[src/nv2rgb_pkg.sv]
`default_nettype none

package nv2rgb_pkg;

    // field widths fixed by the pixel format
    localparam int unsigned BYTE_W  = 8;
    localparam int unsigned CFG_W   = 12;
    localparam int unsigned INDEX_W = 22;

    // register map of the configuration port
    typedef enum logic [1:0] {
        CFG_FRAME_WIDTH   = 2'd0,
        CFG_FRAME_HEIGHT  = 2'd1,
        CFG_MIRROR_ENABLE = 2'd2
    } cfg_index_t;

    // reset values of the configuration registers
    localparam logic [CFG_W-1:0] FRAME_WIDTH_RESET  = 12'd640;
    localparam logic [CFG_W-1:0] FRAME_HEIGHT_RESET = 12'd480;
    localparam logic             MIRROR_RESET       = 1'b1;

    // offsets and fixed-point chroma coefficients (scaled by 256)
    localparam logic [7:0] LUMA_OFFSET   = 8'd16;
    localparam logic [8:0] CHROMA_OFFSET = 9'd128;
    localparam logic [7:0] K_V_RED       = 8'd103;
    localparam logic [7:0] K_V_GREEN     = 8'd183;
    localparam logic [7:0] K_U_GREEN     = 8'd88;
    localparam logic [7:0] K_U_BLUE      = 8'd198;
    localparam logic [7:0] BYTE_MAX      = 8'd255;

    // signed chroma times coefficient, arithmetic shift right by 8 (floor)
    function automatic logic signed [8:0] scale_chroma(input logic signed [8:0] c,
                                                      input logic [7:0] k);
        logic signed [17:0] prod;
        logic signed [17:0] shifted;
        prod    = 18'(c) * 18'($signed({1'b0, k}));
        shifted = prod >>> 8;
        return shifted[8:0];
    endfunction

    // saturate a signed sum into a byte
    function automatic logic [7:0] clamp_byte(input logic signed [10:0] x);
        logic [7:0] res;
        if (x[10])
            res = '0;
        else if (x > $signed({3'b000, BYTE_MAX}))
            res = BYTE_MAX;
        else
            res = x[7:0];
        return res;
    endfunction

endpackage

`default_nettype wire

[src/nv21_to_rgb24_pixel_converter_core.sv]
// channel   direction  handshake              payload
// in        input      in_valid / in_ready    luma_sample, chroma_v, chroma_u
// out       output     out_valid / out_ready  red_value, green_value, blue_value,
//                                             pixel_index, frame_last
// cfg       input      cfg_valid / cfg_ready  cfg_index, cfg_data
//
// one word per cycle sustained unless out_ready stalls the output; stage one registers
// the taken word with its position, stage two does the color math and the row times
// width multiply into the output register
// reset clears both counters and restores width 640, height 480, mirror on
// in_ready drops only when both stages hold words and out_ready is low
// cfg_ready is always high
`default_nettype none

module nv21_to_rgb24_pixel_converter_core #(
    parameter int unsigned MAX_WIDTH  = 2048,
    parameter int unsigned MAX_HEIGHT = 2048
) (
    input  wire logic                           clk,
    input  wire logic                           rst_n,
    input  wire logic                           in_valid,
    output logic                                in_ready,
    input  wire logic [7:0]                     luma_sample,
    input  wire logic [7:0]                     chroma_v,
    input  wire logic [7:0]                     chroma_u,
    output logic                                out_valid,
    input  wire logic                           out_ready,
    output logic [7:0]                          red_value,
    output logic [7:0]                          green_value,
    output logic [7:0]                          blue_value,
    output logic [nv2rgb_pkg::INDEX_W-1:0]      pixel_index,
    output logic                                frame_last,
    input  wire logic                           cfg_valid,
    output logic                                cfg_ready,
    input  wire logic [1:0]                     cfg_index,
    input  wire logic [nv2rgb_pkg::CFG_W-1:0]   cfg_data
);

    localparam int unsigned CB    = $clog2(MAX_WIDTH);
    localparam int unsigned EW    = $clog2(MAX_WIDTH + 1);
    localparam int unsigned RB    = $clog2(MAX_HEIGHT);
    localparam int unsigned EH    = $clog2(MAX_HEIGHT + 1);
    localparam int unsigned CMPW  = (EW > nv2rgb_pkg::CFG_W) ? EW : nv2rgb_pkg::CFG_W;
    localparam int unsigned CMPH  = (EH > nv2rgb_pkg::CFG_W) ? EH : nv2rgb_pkg::CFG_W;
    localparam int unsigned SUM_W = RB + EW + 1;
    localparam int unsigned EXT_W = SUM_W + nv2rgb_pkg::INDEX_W;

    // configuration registers
    logic [nv2rgb_pkg::CFG_W-1:0] frame_width_reg;
    logic [nv2rgb_pkg::CFG_W-1:0] frame_width_next;
    logic [nv2rgb_pkg::CFG_W-1:0] frame_height_reg;
    logic [nv2rgb_pkg::CFG_W-1:0] frame_height_next;
    logic                         mirror_enable_reg;
    logic                         mirror_enable_next;

    // position counters
    logic [CB-1:0] col_reg;
    logic [CB-1:0] col_next;
    logic [RB-1:0] row_reg;
    logic [RB-1:0] row_next;

    // handshake state
    logic in_accept;
    logic out_load;
    logic s1_valid_reg;
    logic s1_valid_next;
    logic out_valid_reg;
    logic out_valid_next;

    // stage one payload
    logic [7:0]    s1_luma_reg;
    logic [7:0]    s1_v_reg;
    logic [7:0]    s1_u_reg;
    logic [RB-1:0] s1_row_reg;
    logic [EW-1:0] s1_width_reg;
    logic [CB-1:0] s1_col_reg;
    logic          s1_last_reg;

    // output payload
    logic [7:0]                     red_reg;
    logic [7:0]                     green_reg;
    logic [7:0]                     blue_reg;
    logic [nv2rgb_pkg::INDEX_W-1:0] index_reg;
    logic                           last_reg;

    // position logic
    logic [CMPW-1:0] width_ext;
    logic [CMPH-1:0] height_ext;
    logic [EW-1:0]   eff_w;
    logic [EH-1:0]   eff_h;
    logic [CB-1:0]   col_cur;
    logic [RB-1:0]   row_cur;
    logic [EW-1:0]   col_inc;
    logic [EH-1:0]   row_inc;
    logic            col_end;
    logic            row_end;
    logic [EW-1:0]   col_dst;

    // stage two math
    logic [7:0]                     red_next;
    logic [7:0]                     green_next;
    logic [7:0]                     blue_next;
    logic [RB+EW-1:0]               row_base;
    logic [SUM_W-1:0]               index_sum;
    logic [EXT_W-1:0]               index_ext;
    logic [nv2rgb_pkg::INDEX_W-1:0] index_next;

    // configuration writes
    assign cfg_ready = 1'b1;

    always_comb
    begin
        frame_width_next   = frame_width_reg;
        frame_height_next  = frame_height_reg;
        mirror_enable_next = mirror_enable_reg;
        if (cfg_valid)
        begin
            case (cfg_index)
                nv2rgb_pkg::CFG_FRAME_WIDTH:   frame_width_next   = cfg_data;
                nv2rgb_pkg::CFG_FRAME_HEIGHT:  frame_height_next  = cfg_data;
                nv2rgb_pkg::CFG_MIRROR_ENABLE: mirror_enable_next = cfg_data[0];
                default:                       frame_width_next   = frame_width_reg;
            endcase
        end
    end

    // effective frame size: zero reads as one, oversize saturates
    assign width_ext  = CMPW'(frame_width_reg);
    assign height_ext = CMPH'(frame_height_reg);

    always_comb
    begin
        if (frame_width_reg == '0)
            eff_w = EW'(1);
        else if (width_ext > CMPW'(MAX_WIDTH))
            eff_w = EW'(MAX_WIDTH);
        else
            eff_w = width_ext[EW-1:0];

        if (frame_height_reg == '0)
            eff_h = EH'(1);
        else if (height_ext > CMPH'(MAX_HEIGHT))
            eff_h = EH'(MAX_HEIGHT);
        else
            eff_h = height_ext[EH-1:0];
    end

    // current position, restarting when the frame shrank under the counters
    assign col_cur = (EW'(col_reg) >= eff_w) ? '0 : col_reg;
    assign row_cur = (EH'(row_reg) >= eff_h) ? '0 : row_reg;
    assign col_inc = EW'(col_cur) + EW'(1);
    assign row_inc = EH'(row_cur) + EH'(1);
    assign col_end = (col_inc >= eff_w);
    assign row_end = (row_inc >= eff_h);

    // destination column, reversed within the row when mirroring
    assign col_dst = mirror_enable_reg ? (eff_w - EW'(1) - EW'(col_cur)) : EW'(col_cur);

    // counter advance per accepted word
    always_comb
    begin
        col_next = col_reg;
        row_next = row_reg;
        if (in_accept)
        begin
            if (col_end)
            begin
                col_next = '0;
                row_next = row_end ? '0 : row_inc[RB-1:0];
            end
            else
            begin
                col_next = col_inc[CB-1:0];
                row_next = row_cur;
            end
        end
    end

    // two-stage pipeline handshake
    assign out_load  = s1_valid_reg && (!out_valid_reg || out_ready);
    assign in_ready  = !s1_valid_reg || out_load;
    assign in_accept = in_valid && in_ready;

    always_comb
    begin
        if (in_accept)
            s1_valid_next = 1'b1;
        else if (out_load)
            s1_valid_next = 1'b0;
        else
            s1_valid_next = s1_valid_reg;

        if (out_load)
            out_valid_next = 1'b1;
        else if (out_ready)
            out_valid_next = 1'b0;
        else
            out_valid_next = out_valid_reg;
    end

    always_ff @(posedge clk or negedge rst_n)
    begin
        if (!rst_n)
        begin
            frame_width_reg   <= nv2rgb_pkg::FRAME_WIDTH_RESET;
            frame_height_reg  <= nv2rgb_pkg::FRAME_HEIGHT_RESET;
            mirror_enable_reg <= nv2rgb_pkg::MIRROR_RESET;
            col_reg           <= '0;
            row_reg           <= '0;
            s1_valid_reg      <= 1'b0;
            out_valid_reg     <= 1'b0;
        end
        else
        begin
            frame_width_reg   <= frame_width_next;
            frame_height_reg  <= frame_height_next;
            mirror_enable_reg <= mirror_enable_next;
            col_reg           <= col_next;
            row_reg           <= row_next;
            s1_valid_reg      <= s1_valid_next;
            out_valid_reg     <= out_valid_next;
        end
    end

    // stage one capture
    always_ff @(posedge clk)
    begin
        if (in_accept)
        begin
            s1_luma_reg  <= luma_sample;
            s1_v_reg     <= chroma_v;
            s1_u_reg     <= chroma_u;
            s1_row_reg   <= row_cur;
            s1_width_reg <= eff_w;
            s1_col_reg   <= col_dst[CB-1:0];
            s1_last_reg  <= col_end && row_end;
        end
    end

    // color conversion
    nv2rgb_color u_color (
        .luma_sample (s1_luma_reg),
        .chroma_v    (s1_v_reg),
        .chroma_u    (s1_u_reg),
        .red_value   (red_next),
        .green_value (green_next),
        .blue_value  (blue_next)
    );

    // destination index, kept to the port width
    assign row_base   = (RB+EW)'(s1_row_reg) * (RB+EW)'(s1_width_reg);
    assign index_sum  = SUM_W'(row_base) + SUM_W'(s1_col_reg);
    assign index_ext  = EXT_W'(index_sum);
    assign index_next = index_ext[nv2rgb_pkg::INDEX_W-1:0];

    // output register
    always_ff @(posedge clk)
    begin
        if (out_load)
        begin
            red_reg   <= red_next;
            green_reg <= green_next;
            blue_reg  <= blue_next;
            index_reg <= index_next;
            last_reg  <= s1_last_reg;
        end
    end

    assign out_valid   = out_valid_reg;
    assign red_value   = red_reg;
    assign green_value = green_reg;
    assign blue_value  = blue_reg;
    assign pixel_index = index_reg;
    assign frame_last  = last_reg;

    // a word parked in stage one stays there with its position
    a_s1_hold: assert property (@(posedge clk) disable iff (!rst_n)
        (s1_valid_reg && !out_load) |=> (s1_valid_reg && $stable(s1_row_reg)
                                         && $stable(s1_col_reg)))
        else $error("stage one word lost or changed while stalled");

    // the stored destination column lies inside the row
    a_col_in_row: assert property (@(posedge clk) disable iff (!rst_n)
        s1_valid_reg |-> (EW'(s1_col_reg) < s1_width_reg))
        else $error("destination column outside the row");

    // the last word of a frame returns both counters to the origin
    a_frame_wrap: assert property (@(posedge clk) disable iff (!rst_n)
        (in_accept && col_end && row_end) |=> (col_reg == '0 && row_reg == '0))
        else $error("counters did not wrap after the last pixel");

    // counters move only on an accepted word
    a_count_idle: assert property (@(posedge clk) disable iff (!rst_n)
        !in_accept |=> ($stable(col_reg) && $stable(row_reg)))
        else $error("counters moved without an accepted word");

endmodule

`default_nettype wire

[src/nv2rgb_color.sv]
`default_nettype none

module nv2rgb_color (
    input  wire logic [7:0] luma_sample,
    input  wire logic [7:0] chroma_v,
    input  wire logic [7:0] chroma_u,
    output logic [7:0]      red_value,
    output logic [7:0]      green_value,
    output logic [7:0]      blue_value
);

    logic [7:0]         y_off;
    logic [8:0]         v_raw;
    logic [8:0]         u_raw;
    logic signed [8:0]  v_s;
    logic signed [8:0]  u_s;
    logic signed [8:0]  v_red;
    logic signed [8:0]  v_green;
    logic signed [8:0]  u_green;
    logic signed [8:0]  u_blue;
    logic signed [10:0] y_e;
    logic signed [10:0] red_sum;
    logic signed [10:0] green_sum;
    logic signed [10:0] blue_sum;

    // luma minus black level, floored at zero
    assign y_off = (luma_sample < nv2rgb_pkg::LUMA_OFFSET) ? 8'd0
                 : (luma_sample - nv2rgb_pkg::LUMA_OFFSET);
    assign y_e   = $signed({3'b000, y_off});

    // chroma bytes to signed offsets
    assign v_raw = {1'b0, chroma_v} - nv2rgb_pkg::CHROMA_OFFSET;
    assign u_raw = {1'b0, chroma_u} - nv2rgb_pkg::CHROMA_OFFSET;
    assign v_s   = $signed(v_raw);
    assign u_s   = $signed(u_raw);

    // chroma terms
    assign v_red   = nv2rgb_pkg::scale_chroma(v_s, nv2rgb_pkg::K_V_RED);
    assign v_green = nv2rgb_pkg::scale_chroma(v_s, nv2rgb_pkg::K_V_GREEN);
    assign u_green = nv2rgb_pkg::scale_chroma(u_s, nv2rgb_pkg::K_U_GREEN);
    assign u_blue  = nv2rgb_pkg::scale_chroma(u_s, nv2rgb_pkg::K_U_BLUE);

    // component sums
    assign red_sum   = y_e + {{2{v_s[8]}}, v_s} + {{2{v_red[8]}}, v_red};
    assign green_sum = y_e - {{2{v_green[8]}}, v_green} - {{2{u_green[8]}}, u_green};
    assign blue_sum  = y_e + {{2{u_s[8]}}, u_s} + {{2{u_blue[8]}}, u_blue};

    // saturate to bytes
    assign red_value   = nv2rgb_pkg::clamp_byte(red_sum);
    assign green_value = nv2rgb_pkg::clamp_byte(green_sum);
    assign blue_value  = nv2rgb_pkg::clamp_byte(blue_sum);

endmodule

`default_nettype wire
[config.mk]
export PLATFORM = sky130hd
export DESIGN_NAME = nv21_to_rgb24_pixel_converter_core
export DESIGN_NICKNAME = d
export VERILOG_FILES = /design/src/nv2rgb_pkg.sv /design/src/nv21_to_rgb24_pixel_converter_core.sv /design/src/nv2rgb_color.sv
export SDC_FILE = /design/constraint.sdc
export NUM_CORES = 1
export LEC_CHECK = 0
export BUFFER_PORTS_ARGS = -buffer_cell sky130_fd_sc_hd__buf_4
export CAP_MARGIN = 25
export CELL_PAD_IN_SITES_DETAIL_PLACEMENT = 1
export CELL_PAD_IN_SITES_GLOBAL_PLACEMENT = 1
export CORE_ASPECT_RATIO = 0.9
export CORE_MARGIN = 10
export CORE_UTILIZATION = 40
export CTS_CLUSTER_DIAMETER = 120
export CTS_CLUSTER_SIZE = 16
export DETAILED_ROUTE_END_ITERATION = 6
export PLACE_DENSITY_LB_ADDON = 0.1
export REMOVE_ABC_BUFFERS = 1
export SKIP_CTS_REPAIR_TIMING = 1
export SYNTH_ARGS = -nofsm -noshare
export SYNTH_HDL_FRONTEND = slang
export SYNTH_SLANG_ARGS = --single-unit
[constraint.sdc]
create_clock -name clk -period 10.3 [get_ports clk]
set_input_delay 2.06 -clock clk [delete_from_list [all_inputs] [get_ports clk]]
set_output_delay 2.06 -clock clk [all_outputs]
set_load 0.005 [all_outputs]
* Word-level counts from Yosys, hierarchy flattened
Index checks and enable logic that the tools add are counted.
Word-level totals: flip-flop bits (word level) 155
Cells by class: eq/ne operators 2, $mul 5, muxes and demuxes 18, add/sub/neg operators 14, reductions and logical operators 15, order comparisons 10
Operator list (count):
- $mux W11 | 6
- $mux W12 | 4
- $gt A11 B9 Y1 const B | 3
- $mux W8 | 4
- $add A11 B1 Y12 const B | 2
- $ge A11 B12 Y1 | 2
- $ge A12 B12 Y1 | 2
- $gt A12 B12 Y1 const B | 2
- $logic_not A12 Y1 | 2
- $add A11 B11 Y11 | 2
- $add A22 B11 Y22 | 1
- $mul A11 B12 Y22 | 1
- $sub A11 B11 Y11 | 2
- $add A9 B9 Y10 | 2
- $sub A8 B8 Y9 const B | 2
- $mul A9 B8 Y17 const B | 1
- $mul A9 B9 Y17 const B | 1
- $mul A9 B8 Y16 const B | 1
- $mul A9 B5 Y14 const B | 1
- $sub A11 B1 Y11 const B | 1
- $sub A9 B9 Y10 | 1
- $lt A8 B5 Y1 const B | 1
- $sub A8 B5 Y8 const B | 1
- $reduce_and A2 Y1 | 3
- other kinds (8) | 16

* Depth between registers and ports, before layout
depth in word-level cells 9, mapped depth 31, gate-level depth less buffers 30

* By module
A second synthesis with hierarchy kept.
Second synthesis, totals: cell total of the unflattened synthesis 1870, area total of the unflattened synthesis 18201.2 um2
By module, submodules not included:
- nv21_to_rgb24_pixel_converter_core | cells each 1134, seq. area each 4418.0 um2, area each 12052.8 um2, instances 1
- nv2rgb_color | cells each 736, seq. area each 0.0 um2, area each 6148.4 um2, instances 1

* Least setup slack after synthesis
No wires, ideal clock.
kind register to register, from reg s1_v_reg[7], to reg green_reg[0] (netlist: green_value[0]), data pin, clock period less this slack 7.071 ns, arrival 6.796 ns, setup time 0.276 ns, setup slack 3.229 ns, stages on the path, launching flop included 28, path through edfxtp_1 -> clkbuf_1 -> inv_1 -> ha_1 -> xnor2_1 -> fa_1 -> fa_1 -> fa_1 -> inv_1 -> ha_1 -> o21ai_0 -> nand2b_1 -> a31o_2 -> xnor2_1 -> ha_1 -> nor2b_1 -> o21ai_0 -> nand2b_1 -> a21o_1 -> a21oi_1 -> xnor2_1 -> ha_1 -> or2_2 -> a211o_1 -> a211o_1 -> o2111ai_1 -> o31a_1 -> a21oi_1
On the way: longest elaborated chain between the ends 6
RTL lines:
- from (decl) | RTL line nv21_to_rgb24_pixel_converter_core.sv:72 | logic [7:0] s1_v_reg;
- from (signal assigned) | RTL line nv21_to_rgb24_pixel_converter_core.sv:231 | s1_v_reg <= chroma_v;
- $sub A8 B8 Y9 (*) | RTL line nv2rgb_color.sv:32 | assign v_raw = {1'b0, chroma_v} - nv2rgb_pkg::CHROMA_OFFSET;
- $mul A9 B9 Y17 (*) | RTL line nv2rgb_pkg.sv:36 | prod = 18'(c) * 18'($signed({1'b0, k}));
- $sub A9 B9 Y10 (*) | RTL line nv2rgb_color.sv:45 | assign green_sum = y_e - {{2{v_green[8]}}, v_green} - {{2{u_green[8]}}, u_green};
- $sub A11 B11 Y11 (*) | RTL line nv2rgb_color.sv:45
- $gt A11 B9 Y1 | RTL line nv2rgb_pkg.sv:46 | else if (x > $signed({3'b000, BYTE_MAX}))
- $mux W8 | RTL line nv2rgb_pkg.sv:46
- to (signal assigned) | RTL line nv21_to_rgb24_pixel_converter_core.sv:262 | green_reg <= green_next;
- to (decl) | RTL line nv21_to_rgb24_pixel_converter_core.sv:81 | logic [7:0] green_reg;
Every way passes the cells marked *; elsewhere a longest branch is shown, timed or not. A chain may end at the register's enable or synchronous reset.

* Worst setup path after layout
from reg s1_v_reg[7], to reg green_reg[3] (netlist: green_value[3]), data pin
Same word-level chain as after synthesis.

==> results.py <==
metrics = {
    "synthesis": {
        "ys_dominant_reg_cell": "edfxtp_1",
        "ys_ff_latch": 155,
        "ys_types": 71,
        "async_flop_share": 0.3161,
        "syn_inst": 1961,
        "synth_edf_count": 106,
        "syn-cell-area_um2": 18600,
        "avgSynthCellArea_um2": 9.484,
        "yosysWarnings": 0,
        "seq_area_frac_synth": 0.2376,
    },
    "floorplan": {
        "coreArea_um2": 45650,
        "die_w_um": 247.3,
        "num_io_pins": 93,
        "dieArea_um2": 55530,
        "std_cell_rows": 74,
        "die_h_um": 224.6,
        "start_util": 0.4074,
    },
    "sta": {
        "fmax_ghz": 0.1249,
        "rsz0062_at_grt": "no",
        "slew_viol_final": 0,
        "post-route-period-util": 0.7774,
        "setup_tns_ps": 0,
        "skew_ps": 18.58,
        "worst_slew_pin_slew_ps": 983.0,
        "slew_headroom": 0.3447,
        "min_period_ps": 8007,
        "holdWs_ps": 492.8,
        "setup_viol": 0,
        "final-hold-violation-count": 0,
    },
    "setup_path": {
        "r2r_start": "s1_v_reg[7]",
        "path_max_fanout": 15,
        "crit_arrival_ps": 8210,
        "r2r_cells": 28,
        "start_kind": "flop",
        "cp.required_ps": 10500,
        "crit_path_end": "green_value[3]",
        "path_class": "reg -> reg",
        "startpoint": "s1_v_reg[7]",
        "rrSetupSlack_ps": 2290,
        "slowest_delay_ps": 890,
        "crit_path_end_kind": "flop",
        "r2r_end": "green_value[3]",
        "crit_slowest_cell": "edfxtp_1",
    },
    "cells_and_area": {
        "antennaDiodeCount": 0,
        "final_nets": 2517,
        "n_fill_cell": 5218,
        "drive_above_1_share": 0.08725,
        "areaGrowthSynthToFinish_pct": 9.957,
        "fin_cells": 2648,
        "largest_reg_flops": 22,
    },
    "cts": {
        "h-tree-depth": 4,
        "cts_root_buf": "clkbuf_16",
        "path_clk_slew_ps": 80,
        "cts_tree": "yes",
        "clock_path_buffers": 2,
        "numCtsBuffers": 17,
        "cts.sinks": 155,
        "insertion_delay_ps": 490,
    },
    "global_route": {
        "met1_usage": 0.2470,
        "grt_use_total": 0.1739,
        "grt_pass1_wl_um": 77740,
        "use_met2": 0.2704,
        "grt_remaining_overflow": 0,
        "grt_pass1_vias": 14700,
        "antenna_found_initial": 0,
        "use_met3": 0.02642,
        "busiest_layer": "met2",
        "grt_max_degree": 68,
    },
    "drt": {
        "vias": 13630,
        "drtPass1Iterations": 6,
        "wl_per_cell_um": 17.59,
        "viasPerCell": 5.146,
        "drt-total-wl_um": 46570,
        "drc_errors": 0,
        "drt.antenna.violating_nets": 0,
        "drt_iter0_drc": 480,
    },
    "place": {
        "io_buffer_count": 91,
        "gp_congestion": 0.8219,
        "dp_cells": 2616,
        "hpwl_um": 38380,
    },
    "worst_hold_path": {
        "min_path_type": "reg -> reg",
        "hold_path_startpoint": "s1_last_reg",
    },
    "job": {
        "maxCapViolations": 0,
    },
    "run_status": {
        "status": "finished, final reports clean",
    },
}
## layout by cell type (no fill, tap or decap), types with 42 or more instances in the layout
master	netlist	layout
a21oi_1	86	86
nand2_1	183	183
a21o_1	45	45
and2_1	61	60
fa_1	160	160
o21ai_0	55	55
buf_4	1	96
inv_1	325	325
ha_1	287	287
dfrtp_1	42	42
edfxtp_1	106	106
xnor2_1	92	92
nor2_1	96	96
## layer usage
| layer | vias up | part of all wire |
|---|---|---|
| met2 | 139 | 0.44 |
| met4 | 0 | 0.015 |
| met1 | 6742 | 0.52 |
| li1 | 6703 | - |
| met5 | - | 0 |
| met3 | 42 | 0.026 |
## cell type report
cell class | count | area, um^2 | area share
multi-input combinational | 1430 | 12770 | 0.6244
tap | 608 | 760.7 | 0.03720
inverter | 327 | 1227 | 0.06002
clock inverter | 14 | 125.1 | 0.006118
clock buffer | 18 | 429.2 | 0.02099
timing repair buffer | 96 | 720.7 | 0.03524
sequential | 155 | 4418 | 0.2160
## metrics by stage
step | util | setup slack (ps) | cell area (um^2)
final | 0.4480 | 2293 | 20450
after global routing | 0.4480 | 1609 | 20450
after CTS | 0.4480 | 2321 | 20450
after detailed placement | 0.4359 | 2373 | 19900
after global placement | 0.4359 | 2603 | 19900
after floorplan | - | 3260 | 18410
## kinds of logic after synthesis
group,count (synthesis),share of synthesized area
simple gates,498,0.1286
fa+ha+maj,447,0.3653
buf+inv,376,0.07622
compound gates,335,0.1183
flops,155,0.2376
xor+xnor,120,0.05651
mux,29,0.01729
other cells,1,0.0002016
## critical path, delay by kind of cell, from the launching register on
| family | cells | cell delay [ps] |
|---|---|---|
| xor+xnor | 3 | 580 |
| simple gates | 5 | 630 |
| buf+inv | 4 | 720 |
| compound gates | 9 | 1990 |
| fa+ha+maj | 7 | 2880 |
| flops | 1 | 890 |
## synth_stat cells, types with 7 or more instances
master	number	area (um^2)
o21bai_1	10	75.07
nor2b_1	15	93.84
a22o_1	8	70.07
nand2_1	183	686.9
a21o_1	45	337.8
xor2_1	28	245.2
and3_1	16	100.1
o31ai_1	12	90.09
o22ai_1	9	56.30
o21ai_1	15	75.07
inv_1	325	1220
nor4_1	7	43.79
nor3_1	19	95.09
nor2_1	96	360.4
mux2_2	25	281.5
nand2b_1	25	156.4
nand4_1	8	50.05
or3_1	10	62.56
fa_1	160	3203
o21a_1	19	142.6
xnor2_1	92	805.8
or2_2	8	50.05
dfrtp_1	42	1051
nand3_1	33	165.2
o21ai_0	55	275.3
clkbuf_1	42	157.7
a21oi_1	86	430.4
and2_1	61	381.6
dfstp_2	7	183.9
a211oi_1	11	82.58
ha_1	287	3591
edfxtp_1	106	3183
## worst min path at each step
stage | to | slack, ps | depth (start not counted)
final | frame_last | 490 | 0
after global routing | frame_last | 500 | 0
after CTS | frame_last | 490 | 0
after detailed placement | frame_last | 450 | 0
after global placement | out_valid | 470 | 1
after floorplan | frame_last | 400 | 0
Power is left out: the tool's default activity adds up to more than one toggle a clock period on the data nets, which glitch-free logic cannot reach.
